### src/hw/rtl/gcbb_pkg.sv
package gcbb_pkg;

	localparam int COORD_W  = 12;
	localparam int BYTE_W   = 8;
	localparam int BOX_W    = 4 * BYTE_W;
	localparam int RAM_W    = BOX_W + 1;
	localparam int CFG_IDX_W = 3;

	localparam logic [3:0] LOG2_MAX = 4'd8;

	localparam logic [7:0] RST_ALPHA_THRESHOLD  = 8'd50;
	localparam logic [3:0] RST_CELL_WIDTH_LOG2  = 4'd4;
	localparam logic [3:0] RST_CELL_HEIGHT_LOG2 = 4'd4;
	localparam logic [4:0] RST_GRID_COLUMNS     = 5'd16;
	localparam logic [4:0] RST_GRID_ROWS        = 5'd16;
	localparam logic [7:0] RST_LINE_HEIGHT      = 8'd0;

	localparam logic KIND_PIXEL = 1'b0;
	localparam logic KIND_READ  = 1'b1;

	typedef enum logic [CFG_IDX_W-1:0] {
		CFG_ALPHA_THRESHOLD,
		CFG_CELL_WIDTH_LOG2,
		CFG_CELL_HEIGHT_LOG2,
		CFG_GRID_COLUMNS,
		CFG_GRID_ROWS,
		CFG_LINE_HEIGHT
	} cfg_index_t;

	typedef struct packed {
		logic [7:0] ink_cutoff;
		logic [3:0] cell_width_log2;
		logic [3:0] cell_height_log2;
		logic [4:0] grid_columns;
		logic [4:0] grid_rows;
		logic [7:0] line_pitch;
	} cfg_t;

	// one classified request waiting for the cell store
	typedef struct packed {
		logic             kind;
		logic             in_range;
		logic [BYTE_W-1:0] lx;
		logic [BYTE_W-1:0] ly;
		logic [BYTE_W-1:0] sel;
	} entry_t;

	typedef enum logic [1:0] {
		BK_CLEAR,
		BK_IDLE,
		BK_UPDATE
	} back_state_t;

endpackage

### src/hw/rtl/gcbb_front.sv
module gcbb_front #(
	parameter int MAX_COLUMNS = 16,
	parameter int MAX_ROWS    = 16,
	parameter int COORD_BITS  = 12,
	parameter int CELL_BITS   = 8
) (
	input  gcbb_pkg::cfg_t                      cfg,
	input  logic                                req_valid,
	output logic                                req_stall,
	input  logic                                kind,
	input  logic [gcbb_pkg::COORD_W-1:0]        pixel_x,
	input  logic [gcbb_pkg::COORD_W-1:0]        pixel_y,
	input  logic [gcbb_pkg::BYTE_W-1:0]         alpha,
	input  logic [gcbb_pkg::BYTE_W-1:0]         cell_select,
	input  logic                                clearing,
	input  logic                                q_full,
	output logic                                push,
	output gcbb_pkg::entry_t                    push_entry,
	output logic [CELL_BITS-1:0]                push_addr
);
	import gcbb_pkg::*;

	localparam int NUM_CELLS = MAX_COLUMNS * MAX_ROWS;
	localparam int EXT_W     = ((CELL_BITS > BYTE_W) ? CELL_BITS : BYTE_W) + 1;
	localparam int CB        = (COORD_BITS > COORD_W) ? COORD_W : COORD_BITS;
	localparam logic [COORD_W-1:0] CMASK = COORD_W'((64'd1 << CB) - 64'd1);

	logic [COORD_W-1:0] x, y, col, row, cols_eff, rows_eff;
	logic [3:0]         wl, hl;
	logic [BYTE_W-1:0]  mx, my;
	logic               ink, in_grid, keep;
	logic [EXT_W-1:0]   sel_ext;
	logic [CELL_BITS-1:0] pix_idx;

	assign x  = pixel_x & CMASK;
	assign y  = pixel_y & CMASK;
	assign wl = (cfg.cell_width_log2 > LOG2_MAX) ? LOG2_MAX : cfg.cell_width_log2;
	assign hl = (cfg.cell_height_log2 > LOG2_MAX) ? LOG2_MAX : cfg.cell_height_log2;
	assign mx = BYTE_W'((9'd1 << wl) - 9'd1);
	assign my = BYTE_W'((9'd1 << hl) - 9'd1);
	assign col = x >> wl;
	assign row = y >> hl;

	assign cols_eff = (32'(cfg.grid_columns) > MAX_COLUMNS) ? COORD_W'(MAX_COLUMNS)
		: COORD_W'(cfg.grid_columns);
	assign rows_eff = (32'(cfg.grid_rows) > MAX_ROWS) ? COORD_W'(MAX_ROWS)
		: COORD_W'(cfg.grid_rows);

	assign in_grid = (col < cols_eff) && (row < rows_eff);
	assign ink     = alpha > cfg.ink_cutoff;
	assign pix_idx = CELL_BITS'(32'(row) * 32'(MAX_COLUMNS) + 32'(col));
	assign sel_ext = EXT_W'(cell_select);

	assign keep      = (kind == KIND_READ) || (in_grid && ink);
	assign req_stall = clearing || q_full;
	assign push      = req_valid && !req_stall && keep;

	always_comb begin
		push_entry.kind     = kind;
		push_entry.in_range = (kind == KIND_PIXEL) || (sel_ext < EXT_W'(NUM_CELLS));
		push_entry.lx       = x[BYTE_W-1:0] & mx;
		push_entry.ly       = y[BYTE_W-1:0] & my;
		push_entry.sel      = cell_select;
		push_addr = (kind == KIND_READ) ? sel_ext[CELL_BITS-1:0] : pix_idx;
	end

endmodule

### config.mk
export PLATFORM = sky130hd
export DESIGN_NAME = gcbb_front
export DESIGN_NICKNAME = d
export VERILOG_FILES = /design/src/hw/rtl/gcbb_pkg.sv /design/src/hw/rtl/gcbb_front.sv
export SDC_FILE = /design/constraint.sdc
export NUM_CORES = 1
export LEC_CHECK = 0
export ABC_AREA = 1
export BUFFER_PORTS_ARGS = -buffer_cell sky130_fd_sc_hd__buf_4
export CORE_ASPECT_RATIO = 2
export CORE_MARGIN = 2
export CORE_UTILIZATION = 40
export DETAILED_ROUTE_END_ITERATION = 7
export PLACE_DENSITY = 0.77
export SLEW_MARGIN = 5
export SYNTH_ARGS = -nofsm -noshare
export SYNTH_HDL_FRONTEND = slang
export SYNTH_SLANG_ARGS = --single-unit
### constraint.sdc
create_clock -name vclk -period 4
set_clock_uncertainty 0.15 [all_clocks]
set_input_delay 0.8 -clock vclk [all_inputs]
set_output_delay 0.8 -clock vclk [all_outputs]
set_load 0.02 [all_outputs]
==> results_tabular.tex, run 1 <==
\begin{tabular}{lr}
\hline
Metric & Value \\
\hline
\multicolumn{2}{l}{\textbf{Die}} \\
Core Region & 4775 um2 \\
Chip Height & 102.9 um \\
Initial Utilization & 0.4099 \\
Cell Rows & 36 \\
Die Footprint & 5502 um2 \\
DIE WIDTH & 53.46 um \\
IO Pins & 114 \\
\multicolumn{2}{l}{\textbf{Yosys}} \\
Largest cells by area after synthesis & nand2\_1, ha\_1, inv\_1, nor2\_1, nand3\_1 \\
Total standard cell area after synthesis & 1957 um2 \\
Basic-gate share of the synthesized area counting and, or, nand and nor cells & 0.4303 \\
Adder-Cell Fraction of Synth Area & 0.1445 \\
Number of distinct library cells after synthesis & 38 \\
Fraction of post-synthesis cell area in the top cell type by area & 0.2033 \\
Combinational family with the most area after synthesis & simple AND/OR/NAND/NOR gates \\
Mux share of post-synthesis cell area & 0 \\
XOR/XNOR share of the synthesized area & 0.008951 \\
Post-synthesis area per instance & 5.303 um2 \\
Sequential element share of the synthesized area & 0 \\
Post-synth net total & 469 \\
Complex-gate fraction of the synthesized area & 0.2180 \\
Yosys Warn Count & 0 \\
Cell type with the largest total area after synthesis & nand2\_1 \\
Instance count of the mapped netlist & 369 \\
\multicolumn{2}{l}{\textbf{STA}} \\
Fmax & 242.5 MHz \\
Unrepaired setup endpoints after global routing & yes \\
Min Tclk post-route & 4124 ps \\
Min Hold Slack & 1658 ps \\
Worst Setup Slack, final & -124.0 ps \\
Final max-slew violation count & 0 \\
Fin. Hold Viols & 0 \\
Number of failing setup endpoints in the final timing report & 2 \\
Fin crit share & 1.031 \\
\multicolumn{2}{l}{\textbf{Pwr}} \\
Sw Ratio & 0.5114 \\
Design internal power & 227.4 uW \\
Overall power & 465.4 uW \\
Peak supply drop & 0.00009866 V \\
Leak & 1.891 nW \\
Portion of total power attributed to sequential cells & 0 \\
Power share of the clock group & 0 \\
Cell Pwr Density & 139.6 nW/um2 \\
Net Switching & 238.0 uW \\
Part of the power in combinational logic & 1.000 \\
\multicolumn{2}{l}{\textbf{Global routing}} \\
GR Util All Layers & 0.2293 \\
Number of antenna violations at the first check in global routing & 0 \\
Vias in the first global route & 2571 \\
Global-route wire length before repair & 10.23 mm \\
Maximum number of pins on one net before global-route repair & 19 \\
Total gr overflow & 0 \\
\multicolumn{2}{l}{\textbf{Drt}} \\
Avg Vias per Cell & 4.983 \\
Post-DRT Antenna Nets & 0 \\
DRT Wirelength & 6.476 mm \\
Iter 0 DRT Violations & 71 \\
Detailed-router iteration count before antenna repair & 4 \\
Detailed-route wire length per cell & 11.28 um \\
DRC violations left & 0 \\
Total via count after detailed routing & 2860 \\
\multicolumn{2}{l}{\textbf{Place}} \\
Number of placed instances, taps included & 562 \\
Post-Place Setup Slack & -44.98 ps \\
Count of input and output buffers & 105 \\
HPWL Detailed & 5.124 mm \\
Final weighted congestion of routability-driven global placement & 0.8917 \\
\multicolumn{2}{l}{\textbf{Run status}} \\
Violations in the final reports & setup timing \\
Outcome & finished with violations \\
\multicolumn{2}{l}{\textbf{Worst hold path}} \\
Endpoint of the worst hold-timing path & push\_entry[6] \\
Worst hold path cell count & 2 \\
Worst min path class & primary input to output pin \\
Origin of the worst min-delay path & cell\_select[6] \\
\multicolumn{2}{l}{\textbf{Finish}} \\
Nets & 619 \\
Layout area overhead & 70.33\% \\
Final-layout fill cell count & 423 \\
Diodes inserted & 0 \\
Multi-input combinational cell area & 1734 um2 \\
FF+latch area & 0 um2 \\
End-of-flow core utilization & 0.6981 \\
Fraction of layout instances using a drive strength above 1 & 0.4159 \\
Final-layout clock buffer total & 0 \\
Number of standard cells in the final layout excluding fillers & 574 \\
Num sequential & 0 \\
\multicolumn{2}{l}{\textbf{Setup path}} \\
Crit. End Element & output pin \\
Signal arrival time at the worst endpoint & 3170 ps \\
Crit path required time & 3050 ps \\
Critical path class & primary input to output pin \\
Maximum fanout count along the critical path & 7 \\
Kind of launch point of the worst setup path & primary input \\
\multicolumn{2}{l}{\textbf{Clock tree}} \\
Hold buffers post-CTS & 0 \\
\multicolumn{2}{l}{\textbf{Job}} \\
Reported max-cap violation count & 0 \\
\hline
\end{tabular}
critical path, cell delays in order:
cell	delay, ps
buf_8	100
nor2_4	110
nand2_2	80
nand2_4	140
buf_12	130
nand2_8	60
buf_6	130
o21ai_4	140
o21ai_2	80
nor2_1	130
nor3_2	70
ha_1	300
a21o_1	190
a21oi_2	150
xnor2_1	150
o21ai_1	80
a21oi_1	160
nor2_2	50
buf_6	120
power groups by stage:
stage / clock [mW] / sequential [mW] / combinational (mW)
floorplan: 0 / 0 / 0.238
global placement: 0 / 0 / 0.412
detailed placement: 0 / 0 / 0.417
CTS: 0 / 0 / 0.441
global route: 0 / 0 / 0.517
finish: 0 / 0 / 0.465
layout by cell type (no fill, tap or decap), drive strengths merged:
master  Yosys  final
o41ai       2      2
o221ai      3      3
nand4       1      1
ha         21     21
or2         1      1
nand3b      1      1
a211oi      4      4
a221oi      2      2
nand2     114    115
a21o        1      1
buf        19    168
a311oi      1      1
a21boi      1      1
xnor2       2      2
a21oi      16     16
nand3      26     26
o21ai      35     35
nor3        7      7
o21bai      1      1
a31oi       2      2
conb        1      1
fa          1      1
inv        60     60
o22ai       1      1
o211ai      1      1
and3        1      1
nor2       42     42
metrics by stage:
| step | TNS (ps) | cell area, um2 |
|---|---|---|
| 2_1_floorplan | 0 | 1973 |
| 3_3_place_gp | -21.92 | 3064 |
| 3_5_place_dp | -82.29 | 3064 |
| 4_1_cts | 0 | 3194 |
| 5_1_grt | -578.0 | 3333 |
| 6_report | -225.9 | 3333 |
synth_stat cells:
| master | instances |
|---|---|
| nand3_1 | 24 |
| buf_6 | 5 |
| nand4_1 | 1 |
| a21boi_0 | 1 |
| and3_1 | 1 |
| o21ai_1 | 11 |
| fa_1 | 1 |
| o221ai_1 | 3 |
| nand3b_1 | 1 |
| buf_4 | 10 |
| nand2_1 | 106 |
| o211ai_1 | 1 |
| ha_1 | 21 |
| o22ai_1 | 1 |
| a21oi_2 | 2 |
| nand2_2 | 4 |
| a221oi_1 | 2 |
| nor2_4 | 2 |
| nand2_4 | 4 |
| o21ai_0 | 20 |
| a211oi_1 | 4 |
| or2_0 | 1 |
| a21oi_1 | 14 |
| xnor2_1 | 2 |
| buf_2 | 4 |
| inv_1 | 58 |
| nor3_1 | 7 |
| o41ai_1 | 2 |
| nor2_1 | 40 |
| nand3_2 | 2 |
| clkbuf_1 | 2 |
| conb_1 | 1 |
| a21o_1 | 1 |
| o21bai_1 | 1 |
| o21ai_2 | 4 |
| a31oi_1 | 2 |
| inv_2 | 2 |
| a311oi_1 | 1 |
per-layer routing:
| metal | GRT usage | vias to the layer above | part of all wire |
|---|---|---|---|
| li1 | - | 1480 | - |
| met1 | 0.2654 | 1227 | 0.38 |
| met2 | 0.4539 | 143 | 0.53 |
| met3 | 0.008696 | 10 | 0.081 |
| met4 | 0.02564 | 0 | 0.0097 |
| met5 | 0 | - | 0 |
how the worst max path moves through the flow:
stage	from	to	slack, ps	cells after the start
2_1_floorplan	cfg[18]	push_addr[7]	20	18
3_3_place_gp	cfg[19]	push_addr[7]	-20	18
3_5_place_dp	cfg[19]	push	-40	21
4_1_cts	cfg[25]	push	0.2	18
5_1_grt	cfg[18]	push_addr[7]	-290	19
6_report	cfg[18]	push_addr[7]	-120	19
repair_timing:
item,CTS,global route
gates cloned,1,0
buffers inserted,8,5
setup endpoints to repair,2,4
pin swaps,4,16
resized for setup,13,28
final cells by class:
class | count | share of cell area
multi-input cells | 289 | 0.5203
repair buffers | 168 | 0.3900
inverters | 60 | 0.06832
well taps | 57 | 0.02140
cell families (layout without fill, tap and decap cells):
family,count (synthesis),count (layout)
AO/OA/AOI/OAI,70,70
AND/OR/NAND/NOR,193,194
adder cells (fa/ha/maj),22,22
other,1,1
buffers and inverters,81,228
XOR/XNOR,2,2
No activity file was read; power rests on OpenSTA's default activity.
==> run 2, diff against run 1 <==
Settings changed: ABC_AREA 1 to 0, PLACE_DENSITY 0.77 to 0.75.
==> results_tabular.tex, run 2 <==
\begin{tabular}{lr}
\hline
Metric & Value \\
\hline
\multicolumn{2}{l}{\textbf{Run status}} \\
Outcome & finished with violations \\
Violations in the final reports & setup timing \\
\multicolumn{2}{l}{\textbf{Finish}} \\
Final design instance area without fill & 3605 um2 (+8.1\%) \\
End-of-flow core utilization & 0.6952 (-0.002891) \\
Nets & 545 (-12\%) \\
Most common cell after layout, fill and taps aside & buf\_4 \\
Highest-count cells in the layout ignoring fill and taps & buf\_4, nand2\_1, inv\_1, nor2\_1, ha\_1 \\
Layout area overhead & 66.72\% \\
Fraction of layout instances using a drive strength above 1 & 0.5169 (+0.1011) \\
Diodes inserted & 0 (unchanged) \\
Number of standard cells in the final layout excluding fillers & 501 (-13\%) \\
FF+latch area & 0 um2 (unchanged) \\
Final-layout fill cell count & 423 (unchanged) \\
Final-layout clock buffer total & 0 (unchanged) \\
Num sequential & 0 (unchanged) \\
\multicolumn{2}{l}{\textbf{Global routing}} \\
Global-route wire length before repair & 13.17 mm (+29\%) \\
Number of antenna violations at the first check in global routing & 0 (unchanged) \\
Total gr overflow & 0 (unchanged) \\
Vias in the first global route & 3066 (+19\%) \\
GR Util All Layers & 0.2662 (+0.03689) \\
Maximum number of pins on one net before global-route repair & 27 (+8) \\
\multicolumn{2}{l}{\textbf{Place}} \\
Area post-placement & 3386 um2 (+10\%) \\
Final weighted congestion of routability-driven global placement & 0.9209 (+3.3\%) \\
Count of input and output buffers & 105 (unchanged) \\
HPWL Detailed & 6.857 mm (+34\%) \\
Post-Place Setup Slack & -681.4 ps (-636.4 ps) \\
Number of placed instances, taps included & 491 (-13\%) \\
\multicolumn{2}{l}{\textbf{Setup path}} \\
Signal arrival time at the worst endpoint & 3490 ps (+320 ps) \\
Maximum fanout count along the critical path & 2 (-5) \\
Crit path required time & 3050 ps (about the same) \\
Kind of launch point of the worst setup path & primary input \\
Crit. End Element & output pin \\
Critical path class & primary input to output pin \\
\multicolumn{2}{l}{\textbf{Yosys}} \\
Post-synth net total & 394 (-16\%) \\
Instance count of the mapped netlist & 294 (-20\%) \\
Adder-Cell Fraction of Synth Area & 0.1308 (-0.01371) \\
Combinational family with the most area after synthesis & multiplexers \\
Total standard cell area after synthesis & 2162 um2 (+10\%) \\
Number of distinct library cells after synthesis & 54 (+42\%) \\
Complex-gate fraction of the synthesized area & 0.2297 (+0.01171) \\
Post-synthesis area per instance & 7.354 um2 (+39\%) \\
Most numerous cell in the Yosys netlist & nand2\_1 \\
Leading cell types by count after synthesis & nand2\_1, ha\_1, inv\_1, mux2i\_1, nor2\_1 \\
XOR/XNOR share of the synthesized area & 0.02025 (+0.01130) \\
Cell type with the largest total area after synthesis & ha\_1 \\
Largest cells by area after synthesis & ha\_1, mux2i\_1, mux4\_2, mux2\_2, nand2\_1 \\
Sequential element share of the synthesized area & 0 (unchanged) \\
Yosys Warn Count & 0 (unchanged) \\
Fraction of post-synthesis cell area in the top cell type by area & 0.1215 (-0.08180) \\
Basic-gate share of the synthesized area counting and, or, nand and nor cells & 0.2500 (-0.1803) \\
Mux share of post-synthesis cell area & 0.2506 (+0.2506) \\
\multicolumn{2}{l}{\textbf{Worst hold path}} \\
Worst hold path cell count & 2 (unchanged) \\
Worst min path class & primary input to output pin \\
\multicolumn{2}{l}{\textbf{STA}} \\
Worst Max-Slew Pin Slew & 542.0 ps \\
Fmax & 225.5 MHz (-7.0\%) \\
Unrepaired setup endpoints after global routing & yes \\
Fin crit share & 1.109 (+0.07782) \\
Min Tclk post-route & 4435 ps (+311.3 ps) \\
Sum of negative setup slack & -906.8 ps (-681.0 ps) \\
Remaining max-slew budget at the tightest pin & 0.6336 \\
Min Hold Slack & 1659 ps (+1.460 ps) \\
Worst Setup Slack, final & -435.3 ps (-311.3 ps) \\
Fin. Hold Viols & 0 (unchanged) \\
Number of failing setup endpoints in the final timing report & 4 (+2) \\
Final max-slew violation count & 0 (unchanged) \\
\multicolumn{2}{l}{\textbf{Drt}} \\
Detailed-route wire length per cell & 16.58 um (+47\%) \\
DRC violations left & 0 (unchanged) \\
Post-DRT Antenna Nets & 0 (unchanged) \\
Detailed-router iteration count before antenna repair & 4 (unchanged) \\
Total via count after detailed routing & 2873 (+0.45\%) \\
DRT Wirelength & 8.309 mm (+28\%) \\
Iter 0 DRT Violations & 96 (+35\%) \\
Avg Vias per Cell & 5.735 (+15\%) \\
\multicolumn{2}{l}{\textbf{Die}} \\
DIE WIDTH & 55.99 um (+4.7\%) \\
Cell Rows & 37 (+2.8\%) \\
Die Footprint & 6045 um2 (+9.9\%) \\
Core Region & 5185 um2 (+8.6\%) \\
Chip Height & 108.0 um (+4.9\%) \\
IO Pins & 114 (unchanged) \\
Initial Utilization & 0.4170 (+0.007135) \\
\multicolumn{2}{l}{\textbf{Pwr}} \\
Peak supply drop & 0.0001041 V (+5.5\%) \\
Cell Pwr Density & 135.5 nW/um2 (-3.0\%) \\
Overall power & 488.4 uW (+5.0\%) \\
Leak & 1.769 nW (-6.4\%) \\
\multicolumn{2}{l}{\textbf{Job}} \\
Reported max-cap violation count & 0 (unchanged) \\
\hline
\end{tabular}
==> run 2: cell count changes in the layout (fill, tap and decap cells not counted), moves of 8 or more <==
cell / before / now
buf_4: 161 / 171
nand3_1: 20 / 6
mux2_2: 0 / 11
nor2b_1: 0 / 8
and2_1: 0 / 10
mux2i_1: 0 / 19
nor2_1: 35 / 20
mux4_2: 0 / 8
nand2_1: 102 / 24
inv_1: 57 / 20
==> run 2: cell type report <==
cell class | instances | area (um2) | share of cell area
multi-input combinational | 242 | 2048 | 0.5682
timing repair buffer | 181 | 1409 | 0.3908
tap | 58 | 72.57 | 0.02013
inverter | 20 | 75.07 | 0.02083
==> run 2: cells by family (layout without fill, tap and decap cells) <==
group	after synthesis	after routing
compound gates	71	71
mux	42	42
simple gates	101	101
other cells	1	1
xor+xnor	5	5
fa+ha+maj	22	22
buf+inv	52	201
==> run 2: worst paths after layout <==
check / from / to / slack (ps)
setup / recovery: cfg[21] / push / -440
hold / removal: cell_select[0] / push_entry[0] / 1660
==> run 2: power breakdown <==
part	switching [mW]	total, mW	internal, mW
Sequential	0	0	0
Clock	0	0	0
Combinational	0.227	0.488	0.261
==> run 2: repair_timing <==
item / in CTS / in global routing
resized for setup: 21 / 14
pin swaps: 13 / 10
endpoints found under the hold margin: 0 / 0
hold buffers: 0 / 0
setup buffers: 5 / 6
setup endpoints to repair: 4 / 4
==> run 2: layer usage <==
metal | up-vias | global-route usage | share of wire
li1 | 1367 | - | -
met3 | 33 | 0.01316 | 0.037
met1 | 1356 | 0.2252 | 0.31
met5 | - | 0 | 0
met4 | 0 | 0.1650 | 0.063
met2 | 117 | 0.5664 | 0.59
==> run 2: worst max-delay path: stages <==
cell and delay, ps:
buf_8 100, buf_6 110, nor2b_4 130, mux4_2 520, mux2i_1 200, o21ai_2 80
ha_1 290, a211o_1 280, nor4bb_1 290, a31o_2 200, nand3_2 80, o32ai_4 240
buf_6 160
