===== src/hw/rtl/gcbb_pkg.sv =====
package gcbb_pkg;

	localparam int COORD_W  = 12;
	localparam int BYTE_W   = 8;
	localparam int BOX_W    = 4 * BYTE_W;
	localparam int RAM_W    = BOX_W + 1;
	localparam int CFG_IDX_W = 3;

	localparam logic [3:0] LOG2_MAX = 4'd8;

	localparam logic [7:0] RST_ALPHA_THRESHOLD  = 8'd50;
	localparam logic [3:0] RST_CELL_WIDTH_LOG2  = 4'd4;
	localparam logic [3:0] RST_CELL_HEIGHT_LOG2 = 4'd4;
	localparam logic [4:0] RST_GRID_COLUMNS     = 5'd16;
	localparam logic [4:0] RST_GRID_ROWS        = 5'd16;
	localparam logic [7:0] RST_LINE_HEIGHT      = 8'd0;

	localparam logic KIND_PIXEL = 1'b0;
	localparam logic KIND_READ  = 1'b1;

	typedef enum logic [CFG_IDX_W-1:0] {
		CFG_ALPHA_THRESHOLD,
		CFG_CELL_WIDTH_LOG2,
		CFG_CELL_HEIGHT_LOG2,
		CFG_GRID_COLUMNS,
		CFG_GRID_ROWS,
		CFG_LINE_HEIGHT
	} cfg_index_t;

	typedef struct packed {
		logic [7:0] ink_cutoff;
		logic [3:0] cell_width_log2;
		logic [3:0] cell_height_log2;
		logic [4:0] grid_columns;
		logic [4:0] grid_rows;
		logic [7:0] line_pitch;
	} cfg_t;

	// one classified request waiting for the cell store
	typedef struct packed {
		logic             kind;
		logic             in_range;
		logic [BYTE_W-1:0] lx;
		logic [BYTE_W-1:0] ly;
		logic [BYTE_W-1:0] sel;
	} entry_t;

	typedef enum logic [1:0] {
		BK_CLEAR,
		BK_IDLE,
		BK_UPDATE
	} back_state_t;

endpackage


===== src/hw/rtl/gcbb_queue.sv =====
module gcbb_queue #(
	parameter int ADDR_W = 8
) (
	input  logic                  clk,
	input  logic                  arst_n,
	input  logic                  push,
	input  gcbb_pkg::entry_t      push_entry,
	input  logic [ADDR_W-1:0]     push_addr,
	output logic                  full,
	input  logic                  pop,
	output logic                  head_valid,
	output gcbb_pkg::entry_t      head_entry,
	output logic [ADDR_W-1:0]     head_addr
);
	import gcbb_pkg::*;

	localparam int DEPTH = 2;

	entry_t            entry_q [DEPTH];
	logic [ADDR_W-1:0] addr_q  [DEPTH];
	logic              wr_ptr_q, rd_ptr_q;
	logic [1:0]        count_q;

	assign full       = count_q == 2'(DEPTH);
	assign head_valid = count_q != 2'd0;
	assign head_entry = entry_q[rd_ptr_q];
	assign head_addr  = addr_q[rd_ptr_q];

	always_ff @(posedge clk or negedge arst_n) begin
		if (!arst_n) begin
			wr_ptr_q <= 1'b0;
			rd_ptr_q <= 1'b0;
			count_q  <= 2'd0;
		end else begin
			if (push) begin
				wr_ptr_q <= ~wr_ptr_q;
			end
			if (pop) begin
				rd_ptr_q <= ~rd_ptr_q;
			end
			case ({push, pop})
				2'b10:   count_q <= count_q + 2'd1;
				2'b01:   count_q <= count_q - 2'd1;
				default: count_q <= count_q;
			endcase
		end
	end

	always_ff @(posedge clk) begin
		if (push) begin
			entry_q[wr_ptr_q] <= push_entry;
			addr_q[wr_ptr_q]  <= push_addr;
		end
	end

	assert property (@(posedge clk) disable iff (!arst_n) !(push && full))
		else $error("queue push while full");
	assert property (@(posedge clk) disable iff (!arst_n) pop |-> head_valid)
		else $error("queue pop while empty");
	assert property (@(posedge clk) disable iff (!arst_n)
		(push && !pop && !full) |=> head_valid)
		else $error("queue lost a request");

endmodule


===== config.mk =====
export PLATFORM = sky130hd
export DESIGN_NAME = gcbb_queue
export DESIGN_NICKNAME = d
export VERILOG_FILES = /design/src/hw/rtl/gcbb_pkg.sv /design/src/hw/rtl/gcbb_queue.sv
export SDC_FILE = /design/constraint.sdc
export NUM_CORES = 1
export LEC_CHECK = 0
export ABC_AREA = 1
export BUFFER_PORTS_ARGS = -buffer_cell sky130_fd_sc_hd__buf_4
export CORE_ASPECT_RATIO = 1.1
export CORE_MARGIN = 5
export CORE_UTILIZATION = 54
export CTS_BUF_LIST = sky130_fd_sc_hd__clkbuf_8
export CTS_CLUSTER_DIAMETER = 60
export CTS_CLUSTER_SIZE = 12
export DETAILED_ROUTE_END_ITERATION = 16
export PLACE_DENSITY_LB_ADDON = 0.3
export SLEW_MARGIN = 20
export SYNTH_ARGS = -nofsm -noshare
export SYNTH_HDL_FRONTEND = slang
export SYNTH_SLANG_ARGS = --single-unit

===== constraint.sdc =====
create_clock -name clk -period 2.8 [get_ports clk]
set_input_delay 0.28 -clock clk [delete_from_list [all_inputs] [get_ports clk]]
set_output_delay 0.28 -clock clk [all_outputs]
set_load 0.01 [all_outputs]

==> run summary, run 1 <==
STATUS
--------------------------------------------------------------------------------------
Run status                                                                   completed

CRITICAL PATH
--------------------------------------------------------------------------------------
Startpoint type of the worst setup path                                           flop
Biggest fanout along the worst timing path                                          69
Worst EP required                                                              2520 ps
Critical path endpoint category                                             output pin
Type of the worst setup path                                                   reg2out
Slowest cell on the critical path                                         sky130_fd_sc_hd__dfrtp_4
Ordered cell list for the critical path                                   o21ai_0, buf_4
CP max stage delay                                                              840 ps
Endpoint arrival time on the critical path                                     1640 ps

FLOW RUN
--------------------------------------------------------------------------------------
Number of maximum-capacitance violations                                             0

TIMING
--------------------------------------------------------------------------------------
Final critical delay including setup and external delays                       1920 ps
Worst Clk Skew                                                                 4.70 ps
Worst Max-Slew Pin Slew                                                         663 ps
Max-slew headroom at the worst pin                                               55.8%
Period Utilization, post-route                                                   68.5%
Total negative slack for setup checks                                             0 ps
Highest clock rate                                                             521 MHz
Final number of hold-violating endpoints                                             0
Total count of max-transition violations in the final report                         0
Number of failing setup endpoints in the final timing report                         0
RSZ-0062 raised after global routing                                             false

PWR
--------------------------------------------------------------------------------------
Sw Ratio                                                                         31.8%
Int Power                                                                      2220 µW
Power Density                                                               933 nW/µm²
Leakage power summed over all cells                                         0.00152 µW
Clock power share                                                                18.9%
Share of power burned in combinational logic                                     30.8%
Peak ir drop on the vdd network                                               0.810 mV
Sequential fraction of design power                                              50.2%
Switching pwr                                                                  1040 µW

YOSYS
--------------------------------------------------------------------------------------
Total standard cell area after synthesis                                      2770 µm²
Async set-or-reset flop fraction in the synthesized netlist                      5.56%
Number of warnings printed during yosys synthesis                                    0
Count leader, synth                                                       sky130_fd_sc_hd__edfxtp_1
Flip-flop and latch count after synthesis                                           72
Synth Net Count                                                                    241
Most frequent cells after synthesis                                       sky130_fd_sc_hd__edfxtp_1, sky130_fd_sc_hd__inv_1, sky130_fd_sc_hd__nand2_1
Area share of the leading cell type in the synthesized netlist                   73.8%
Mean instance size in the synthesized netlist                                 13.7 µm²
Number of enable flip-flop cells after synthesis                                    68
Cell taking the most area after synthesis                                 sky130_fd_sc_hd__edfxtp_1
Synthesized instance count                                                         202
Fraction of the yosys area taken by sequential cells                             77.4%
Synth Flop Type                                                           sky130_fd_sc_hd__edfxtp_1
Count of unique library cells instantiated by Yosys                                 17
Synth area leaders                                                        sky130_fd_sc_hd__edfxtp_1, sky130_fd_sc_hd__inv_1, sky130_fd_sc_hd__nand2_1

PLACE
--------------------------------------------------------------------------------------
Cell total after placement                                                         327
Routability cong.                                                                0.732
Detailed Place HPWL                                                            3320 µm
Quantity of I/O buffers inserted on ports                                           73

FLOORPLANNING
--------------------------------------------------------------------------------------
Cell Rows                                                                           27
Die H                                                                          85.1 µm
Die Outline Area                                                              6660 µm²
I/O Pins                                                                            74
Floorplan die width                                                            78.3 µm
Initial core utilization                                                         55.4%
Core Box Area                                                                 5000 µm²

ROUTING
--------------------------------------------------------------------------------------
WL final                                                                       4750 µm
WL per Instance                                                                13.9 µm
Vias                                                                              1654
Via/cell ratio                                                                    4.84
DRC                                                                                  0
Number of detailed-route iterations in the first pass                                4
Number of nets with antenna violations after detailed routing                        0
DR iter-0 viols                                                                    149

GLOBAL ROUTING
--------------------------------------------------------------------------------------
Overall global routing resource usage                                            15.7%
Initial antenna violation count                                                      0
Vias in the first global route                                                    1791
Global-route wire length before repair                                         8010 µm
Grt total ovfl                                                                       0
Maximum number of pins on one net before global-route repair                        70

FINISH
--------------------------------------------------------------------------------------
Core occupancy in the finished layout                                            69.8%
NumNets Final                                                                      320
Fraction of layout instances using a drive strength above 1                      32.4%
Diode count                                                                          0
Final instance count without filler cells                                          342
Area grow syn2layout                                                             26.2%

CLOCKING
--------------------------------------------------------------------------------------
CTS sink count                                                                      72
Largest buffer count on any clock path                                               2
Later-pin clock latency in the skew report                                      330 ps
Clock root buffer                                                         sky130_fd_sc_hd__clkbuf_8
Clock tree from TritonCTS                                                          yes
Clock slew at the register clock pins of the worst setup and hold paths          70 ps
CTS buffer count                                                                     9
CTS HTree Levels                                                                     3

MIN PATH
--------------------------------------------------------------------------------------
Class of the tightest hold or removal check                                     in2reg

flip-flops by register name, summed over array words and instances (netlist names):
name and cells:
count_q 2, wr_ptr_q 1, entry_q 52, addr_q 16
rd_ptr_q 1
metal layers:
layer | wire length (µm) | GRT usage (%) | vias up | share of wire [%]
met5 | 0 | 0 | - | 0
met1 | 1840 | 17.4 | 765 | 39
met4 | 109 | 8.11 | 0 | 2.3
met3 | 270 | 3.61 | 9 | 5.7
met2 | 2530 | 28.1 | 50 | 53
li1 | - | - | 830 | -
kinds of logic after synthesis:
kind of cell	count (synthesis)	share of synthesized area, %
fa+ha+maj	1	0.452
simple gates	44	6.10
buf+inv	48	8.14
xor+xnor	3	0.950
compound gates	34	6.96
flops	72	77.4
layout by cell type (no fill, tap or decap), drive strengths merged:
cell type / instances
nor2: 2
nand4: 1
nand2: 40
dlygate4sd3: 1
clkbuf: 9
inv: 42
nand3: 1
ha: 1
edfxtp: 68
xor2: 2
buf: 75
xnor2: 1
dfrtp: 4
o21ai: 34
clkinv: 3
through the flow:
stage	total power (µW)	cell area (µm²)	hold slack, ps	worst slack, ps
final	3260	3490	130	881
after detailed placement	2690	3340	81.6	917
after floorplan	2190	2770	-15.6	527
after CTS	3310	3490	119	553
after global routing	3480	3490	117	773
after global placement	2650	3340	79.3	944
worst paths after layout:
| kind | from | end | slack (ps) | cells past startpoint |
|---|---|---|---|---|
| worst min-delay path | push_addr[4] | addr_q[0][4] | 130 | 1 |
| worst max-delay path | rd_ptr_q | head_addr[6] | 880 | 2 |
| worst max register to register | wr_ptr_q | addr_q[1][6] | 1200 | 3 |
| worst min register to register | count_q[1] | count_q[1] | 490 | 2 |
| min in group asynchronous | arst_n | count_q[0] | 290 | 2 |
| max in group asynchronous | arst_n | rd_ptr_q | 2400 | 2 |
power groups by stage:
| stage | Clock (µW) | Sequential [µW] | Combinational, µW |
|---|---|---|---|
| after floorplan | 0 | 1510 | 684 |
| after global placement | 0 | 1640 | 1000 |
| after detailed placement | 0 | 1660 | 1030 |
| after CTS | 636 | 1640 | 1030 |
| after global routing | 684 | 1680 | 1120 |
| final | 617 | 1640 | 1000 |
critical path, delay by kind of cell (launching register included):
| family | cells | cell delay [ps] |
|---|---|---|
| buffers and inverters | 1 | 190 |
| flip-flops | 1 | 840 |
| AO/OA/AOI/OAI | 1 | 240 |
layout make-up:
class / count / area, µm²
multi-input cells: 82 / 408
clock inverters: 5 / 18.8
inverters: 40 / 150
repair buffers: 76 / 573
well taps: 58 / 72.6
clock buffers: 9 / 124
fillers: 381 / 1510
flip-flops and latches: 72 / 2150
timing repair:
| action | 4_1_cts | 5_1_grt |
|---|---|---|
| hold buffers | 1 | 0 |
| hold endpoints to repair | 4 | 0 |
| buffers inserted | 0 | 0 |
| gates resized for setup | 0 | 0 |
(Power assumes the default switching activity.)
==> inputs of run 2 (changes only) <==
--- a/config.mk
+++ b/config.mk
@@ -9,7 +9,7 @@
 export BUFFER_PORTS_ARGS = -buffer_cell sky130_fd_sc_hd__buf_4
 export CORE_ASPECT_RATIO = 1.1
 export CORE_MARGIN = 5
-export CORE_UTILIZATION = 54
+export CORE_UTILIZATION = 49
 export CTS_BUF_LIST = sky130_fd_sc_hd__clkbuf_8
 export CTS_CLUSTER_DIAMETER = 60
 export CTS_CLUSTER_SIZE = 12
==> constraint.sdc (replaced) <==
create_clock -name clk -period 1.74 [get_ports clk]
set_input_delay 0.174 -clock clk [delete_from_list [all_inputs] [get_ports clk]]
set_output_delay 0.174 -clock clk [all_outputs]
set_load 0.01 [all_outputs]
==> run 2 against run 1 <==
  * Critical path depth increased by 1
  * Hold slack got worse by 100 ps
  * Sequential cell count unchanged
  * Die area increased by 8.9%
  * Register-to-register slack got worse by 640 ps
  * Via count about the same
  * Critical path type unchanged
  * Critical endpoint is now head_entry[20]
==> run summary, run 2 (synthesis results as in run 1) <==
PLACE
--------------------------------------------------------------------------------------
Routability cong.                                                                0.646   was 0.732
Detailed Place HPWL                                                            3270 µm   was 3320 µm
Area of placed instances                                                      3390 µm²   was 3340 µm²
Quantity of I/O buffers inserted on ports                                           73   unchanged

PWR
--------------------------------------------------------------------------------------
Clock power share                                                                20.9%   was 18.9%
Share of power burned in combinational logic                                     34.9%   was 30.8%
Int Power                                                                      3770 µW   was 2220 µW
Sequential fraction of design power                                              44.2%   was 50.2%
Peak ir drop on the vdd network                                               0.932 mV   was 0.810 mV
Leakage power summed over all cells                                         0.00156 µW   was 0.00152 µW
Power Density                                                              1520 nW/µm²   was 933 nW/µm²
Switching pwr                                                                  1690 µW   was 1040 µW
Sw Ratio                                                                         30.9%   was 31.8%

GLOBAL ROUTING
--------------------------------------------------------------------------------------
Global-route wire length before repair                                         7320 µm   was 8010 µm
Initial antenna violation count                                                      0   unchanged
Maximum number of pins on one net before global-route repair                        70   unchanged
Grt total ovfl                                                                       0   unchanged
Vias in the first global route                                                    1647   was 1791
Overall global routing resource usage                                            14.0%   was 15.7%

TIMING
--------------------------------------------------------------------------------------
Max-slew headroom at the worst pin                                               80.1%   was 55.8%
RSZ-0062 raised after global routing                                             false   unchanged
Final number of hold-violating endpoints                                             0   unchanged
Worst Clk Skew                                                                 4.82 ps   was 4.70 ps
Number of failing setup endpoints in the final timing report                         0   unchanged
Highest clock rate                                                             647 MHz
Final critical delay including setup and external delays                       1540 ps
Worst Max-Slew Pin Slew                                                         298 ps   was 663 ps
Period Utilization, post-route                                                   88.8%
Total negative slack for setup checks                                             0 ps   unchanged
Total count of max-transition violations in the final report                         0   unchanged

FLOORPLANNING
--------------------------------------------------------------------------------------
Core Box Area                                                                 5430 µm²   was 5000 µm²
Die H                                                                          88.8 µm   was 85.1 µm
Initial core utilization                                                         51.0%   was 55.4%
Die Outline Area                                                              7250 µm²   was 6660 µm²
I/O Pins                                                                            74   unchanged
Floorplan die width                                                            81.7 µm   was 78.3 µm
Cell Rows                                                                           28   was 27

CLOCKING
--------------------------------------------------------------------------------------
CTS HTree Levels                                                                     3   unchanged
Clock slew at the register clock pins of the worst setup and hold paths          70 ps   about the same
Postcts setup bufs                                                                   0   unchanged
Clock root buffer                                                         sky130_fd_sc_hd__clkbuf_8   unchanged
CTS sink count                                                                      72   unchanged
Largest buffer count on any clock path                                               2   unchanged
CTS buffer count                                                                     9   unchanged
CTS resizes                                                                          0   unchanged
Clock tree from TritonCTS                                                          yes   unchanged
Later-pin clock latency in the skew report                                      320 ps   was 330 ps

CRITICAL PATH
--------------------------------------------------------------------------------------
Biggest fanout along the worst timing path                                          69   unchanged
Critical path endpoint category                                             output pin   unchanged
CP max stage delay                                                              410 ps   was 840 ps
Type of the worst setup path                                                   reg2out   unchanged
Ordered cell list for the critical path                                   buf_12, o21ai_0, buf_4   was o21ai_0, buf_4
Worst path buffer plus inverter count                                                2   was 1
Endpoint arrival time on the critical path                                     1370 ps   was 1640 ps
Startpoint type of the worst setup path                                           flop   unchanged
Worst EP required                                                              1570 ps   was 2520 ps
Dominant delay contributor by cell family on the critical path              flip-flops   unchanged
Slowest cell on the critical path                                         sky130_fd_sc_hd__dfrtp_2   was sky130_fd_sc_hd__dfrtp_4

FINISH
--------------------------------------------------------------------------------------
Register bank with the most flops                                              entry_q   unchanged
Area grow syn2layout                                                             29.5%   was 26.2%
Max FFs per register                                                                52   unchanged
Largest registers                                                         entry_q: 52 flops, addr_q: 16 flops, count_q: 2 flops   unchanged
Fraction of layout instances using a drive strength above 1                      33.9%   was 32.4%
Top library cells by usage in the layout, fill and taps aside             sky130_fd_sc_hd__buf_4, sky130_fd_sc_hd__edfxtp_1, sky130_fd_sc_hd__inv_1   unchanged
Leading cell type in the layout, fill and taps excluded                   sky130_fd_sc_hd__buf_4   unchanged
NumNets Final                                                                      323   was 320
Diode count                                                                          0   unchanged
Post-route cell area                                                          3580 µm²   was 3490 µm²

ROUTING
--------------------------------------------------------------------------------------
DRC                                                                                  0   unchanged
WL per Instance                                                                13.0 µm   was 13.9 µm
Number of nets with antenna violations after detailed routing                        0   unchanged
DR iter-0 viols                                                                     51   was 149
WL final                                                                       4730 µm   was 4750 µm
Number of detailed-route iterations in the first pass                                4   unchanged
Vias                                                                              1655   was 1654
Via/cell ratio                                                                    4.55   was 4.84

STATUS
--------------------------------------------------------------------------------------
Run status                                                                   completed   unchanged

MIN PATH
--------------------------------------------------------------------------------------
Class of the tightest hold or removal check                                     in2reg   unchanged

FLOW RUN
--------------------------------------------------------------------------------------
Number of maximum-capacitance violations                                             0   unchanged

-- run 2: final cells by class --
class                           instances  area [µm²]
Inverter                               40         150
Timing Repair Buffer                   79         608
Fill cell                             405        1850
Tap cell                               75        93.8
Clock buffer                           12         165
Multi-Input combinational cell         82         408
Clock inverter                          4        15.0
Sequential cell                        72        2140
-- run 2: metal layers --
metal | share of wire [%] | GRT usage [%] | vias up | wire [µm]
li1 | - | - | 835 | -
met1 | 39 | 14.9 | 761 | 1830
met2 | 52 | 24.1 | 51 | 2460
met3 | 7.3 | 5.30 | 8 | 345
met4 | 2.1 | 7.70 | 0 | 97
met5 | 0 | 0 | - | 0
-- run 2: power groups by stage --
stage | combinational [µW] | sequential (µW) | clock (µW)
after floorplan | 1100 | 2430 | 0
after global placement | 1910 | 2440 | 0
after detailed placement | 1940 | 2460 | 0
after CTS | 1950 | 2420 | 1180
after global routing | 2120 | 2440 | 1260
final | 1900 | 2420 | 1140
-- run 2: timing repair --
item,4_1_cts,5_1_grt
hold buffers,1,0
endpoints found under the hold margin,4,0
setup endpoints to repair,0,0
-- run 2: per-stage QoR --
stage / std cells / hold WS (ps) / power [µW] / util (%) / setup WS [ps]
floorplan: 202 / -122 / 3530 / - / 23.3
global placement: 347 / -24.1 / 4350 / 62.5 / 536
detailed placement: 347 / -25.4 / 4400 / 62.5 / 534
CTS: 364 / 10.0 / 5550 / 66.0 / 165
global route: 364 / 3.22 / 5810 / 66.0 / 83.7
finish: 364 / 29.6 / 5460 / 66.0 / 196
-- run 2: final timing paths --
kind	to	depth (start not counted)	slack [ps]	start
max in group asynchronous	rd_ptr_q	2	1450	arst_n
min in group asynchronous	count_q[1]	2	180	arst_n
max	head_entry[20]	3	200	rd_ptr_q
min	rd_ptr_q	2	30	pop
min reg2reg	count_q[1]	2	480	count_q[1]
max reg2reg	entry_q[0][7]	2	560	wr_ptr_q
==> inputs of run 3 (changes only) <==
--- a/config.mk
+++ b/config.mk
@@ -9,12 +9,12 @@
 export BUFFER_PORTS_ARGS = -buffer_cell sky130_fd_sc_hd__buf_4
 export CORE_ASPECT_RATIO = 1.1
 export CORE_MARGIN = 5
-export CORE_UTILIZATION = 49
-export CTS_BUF_LIST = sky130_fd_sc_hd__clkbuf_8
+export CORE_UTILIZATION = 47
+export CTS_BUF_LIST = sky130_fd_sc_hd__clkbuf_4 sky130_fd_sc_hd__clkbuf_8 sky130_fd_sc_hd__clkbuf_16
 export CTS_CLUSTER_DIAMETER = 60
 export CTS_CLUSTER_SIZE = 12
 export DETAILED_ROUTE_END_ITERATION = 16
-export PLACE_DENSITY_LB_ADDON = 0.3
+export PLACE_DENSITY_LB_ADDON = 0.25
 export SLEW_MARGIN = 20
 export SYNTH_ARGS = -nofsm -noshare
 export SYNTH_HDL_FRONTEND = slang
==> run 3 against run 2 <==
  * Final area hardly changed
  * Clock skew about the same
  * Non-clock buffer count increased by 1
  * Core utilization is 3.5 points lower
  * Highest routed layer unchanged
  * First-iteration DRC count up 92%
  * Total power rose by 0.35%
  * Via count decreased by 1.9%
  * Sequential power about the same
  * Hold slack worse by 8.3 ps
  * Setup slack got worse by 17 ps
==> run summary, run 3 (synthesis results as in run 1) <==
STATUS
--------------------------------------------------------------------------------------
Run status                                                                   completed   unchanged

CRITICAL PATH
--------------------------------------------------------------------------------------
Endpoint arrival time on the critical path                                     1390 ps   was 1370 ps
Worst reg2reg setup slack                                                       550 ps   was 560 ps
Type of the worst setup path                                                   reg2out   unchanged
Ordered cell list for the critical path                                   buf_4, o21ai_0, buf_4   was buf_12, o21ai_0, buf_4
Critical path endpoint category                                             output pin   unchanged
CP max stage delay                                                              410 ps   about the same
Worst EP required                                                              1570 ps   about the same
Worst path buffer plus inverter count                                                2   unchanged
Biggest fanout along the worst timing path                                          37   was 69
Startpoint type of the worst setup path                                           flop   unchanged
Slowest cell on the critical path                                         sky130_fd_sc_hd__dfrtp_2   unchanged
Dominant delay contributor by cell family on the critical path              flip-flops   unchanged
Crit-path most repeated cell                                              sky130_fd_sc_hd__buf_4

PLACE
--------------------------------------------------------------------------------------
Detailed Place HPWL                                                            3290 µm   was 3270 µm
Quantity of I/O buffers inserted on ports                                           73   unchanged
Area of placed instances                                                      3390 µm²   about the same
Worst setup timing slack at the placement stage                                 500 ps   was 534 ps
Routability cong.                                                                0.716   was 0.646

TIMING
--------------------------------------------------------------------------------------
Max-slew headroom at the worst pin                                               78.5%   was 80.1%
Worst Max-Slew Pin Slew                                                         322 ps   was 298 ps
Worst Clk Skew                                                                 5.27 ps   was 4.82 ps
Total count of max-transition violations in the final report                         0   unchanged
Final worst-path setup slack                                                    179 ps   was 196 ps
Final critical delay including setup and external delays                       1560 ps   was 1540 ps
Number of failing setup endpoints in the final timing report                         0   unchanged
Final hold slack                                                               21.4 ps   was 29.6 ps
Highest clock rate                                                             640 MHz   was 647 MHz
Total negative slack for setup checks                                             0 ps   unchanged
Period Utilization, post-route                                                   89.7%   was 88.8%
Final number of hold-violating endpoints                                             0   unchanged
RSZ-0062 raised after global routing                                             false   unchanged

CLOCKING
--------------------------------------------------------------------------------------
CTS sink count                                                                      72   unchanged
Later-pin clock latency in the skew report                                      330 ps   was 320 ps
Clock slew at the register clock pins of the worst setup and hold paths          70 ps   about the same
CTS resizes                                                                          0   unchanged
Largest buffer count on any clock path                                               2   unchanged
Clock root buffer                                                         sky130_fd_sc_hd__clkbuf_8   unchanged
CTS HTree Levels                                                                     3   unchanged
CTS buffer count                                                                     9   unchanged
Postcts setup bufs                                                                   0   unchanged
Clock tree from TritonCTS                                                          yes   unchanged

FINISH
--------------------------------------------------------------------------------------
Register bank with the most flops                                              entry_q   unchanged
Area grow syn2layout                                                             29.4%   was 29.5%
Top library cells by usage in the layout, fill and taps aside             sky130_fd_sc_hd__buf_4, sky130_fd_sc_hd__edfxtp_1, sky130_fd_sc_hd__inv_1, sky130_fd_sc_hd__nand2_1, sky130_fd_sc_hd__o21ai_0   was sky130_fd_sc_hd__buf_4, sky130_fd_sc_hd__edfxtp_1, sky130_fd_sc_hd__inv_1
Largest registers                                                         entry_q: 52 flops, addr_q: 16 flops, count_q: 2 flops   unchanged
Post-route cell area                                                          3580 µm²   about the same
NumNets Final                                                                      324   was 323
Fraction of layout instances using a drive strength above 1                      34.3%   was 33.9%
Diode count                                                                          0   unchanged
Max FFs per register                                                                52   unchanged
Leading cell type in the layout, fill and taps excluded                   sky130_fd_sc_hd__buf_4   unchanged

ROUTING
--------------------------------------------------------------------------------------
WL per Instance                                                                12.5 µm   was 13.0 µm
Via/cell ratio                                                                    4.43   was 4.55
WL final                                                                       4590 µm   was 4730 µm
Number of detailed-route iterations in the first pass                                4   unchanged
Vias                                                                              1623   was 1655
DRC                                                                                  0   unchanged
Number of nets with antenna violations after detailed routing                        0   unchanged
DR iter-0 viols                                                                     98   was 51

GLOBAL ROUTING
--------------------------------------------------------------------------------------
Global-route wire length before repair                                         7470 µm   was 7320 µm
Maximum number of pins on one net before global-route repair                        38   was 70
Overall global routing resource usage                                            13.0%   was 14.0%
Vias in the first global route                                                    1653   was 1647
Grt total ovfl                                                                       0   unchanged
Initial antenna violation count                                                      0   unchanged

FLOORPLANNING
--------------------------------------------------------------------------------------
Die H                                                                          90.5 µm   was 88.8 µm
Core Box Area                                                                 5730 µm²   was 5430 µm²
Die Outline Area                                                              7530 µm²   was 7250 µm²
I/O Pins                                                                            74   unchanged
Floorplan die width                                                            83.2 µm   was 81.7 µm
Initial core utilization                                                         48.3%   was 51.0%
Cell Rows                                                                           29   was 28

PWR
--------------------------------------------------------------------------------------
Leakage power summed over all cells                                         0.00154 µW   was 0.00156 µW
Peak ir drop on the vdd network                                               0.846 mV   was 0.932 mV
Power Density                                                              1530 nW/µm²   was 1520 nW/µm²

FLOW RUN
--------------------------------------------------------------------------------------
Number of maximum-capacitance violations                                             0   unchanged

MIN PATH
--------------------------------------------------------------------------------------
Class of the tightest hold or removal check                                     in2reg   unchanged

-- run 3: cell types whose count changed in the layout (fill, tap and decap cells not counted), sizes merged --
cell / before / now
clkinv: 0 / 3
bufinv: 0 / 1
clkinvlp: 0 / 1
buf: 78 / 79
clkbuf: 12 / 10
inv: 44 / 40
-- run 3: per-stage QoR --
| stage | utilization (%) | power [µW] | instances |
|---|---|---|---|
| after floorplan | - | 3530 | 202 |
| after global placement | 59.1 | 4330 | 350 |
| after detailed placement | 59.1 | 4370 | 350 |
| after CTS | 62.5 | 5560 | 366 |
| after global routing | 62.5 | 5840 | 366 |
| final | 62.5 | 5480 | 366 |
-- run 3: worst paths after layout --
kind                               start             end  depth (start not counted)
setup / recovery                rd_ptr_q  head_entry[18]                          3
hold / removal             push_entry[3]   entry_q[1][3]                          1
setup reg to reg                wr_ptr_q   entry_q[1][7]                          3
hold reg to reg               count_q[1]      count_q[1]                          2
max in group asynchronous         arst_n        rd_ptr_q                          2
min in group asynchronous         arst_n        rd_ptr_q                          2
-- run 3: timing repair --
action / in CTS / in global routing
hold endpoints to repair: 4 / 0
hold buffers: 1 / 0
setup endpoints to repair: 0 / 0
-- run 3: report_power, final --
part	switching, µW	internal [µW]
Clock	544	655
Combinational	1040	832
Sequential	104	2310
Total	1690	3800
-- run 3: per-layer routing --
layer / up-vias / share of wire (%) / global-route usage [%]
met2: 46 / 52 / 23.1
li1: 836 / - / -
met3: 10 / 7.2 / 4.84
met1: 731 / 38 / 12.9
met5: - / 0 / 0
met4: 0 / 2.2 / 7.36
-- run 3: cell type report --
type	count	area [µm²]
fill	473	2150
tap	77	96.3
multi-input combinational	82	408
timing repair buffer	80	603
sequential	72	2140
clock inverter	5	48.8
inverter	40	150
clock buffer	10	131
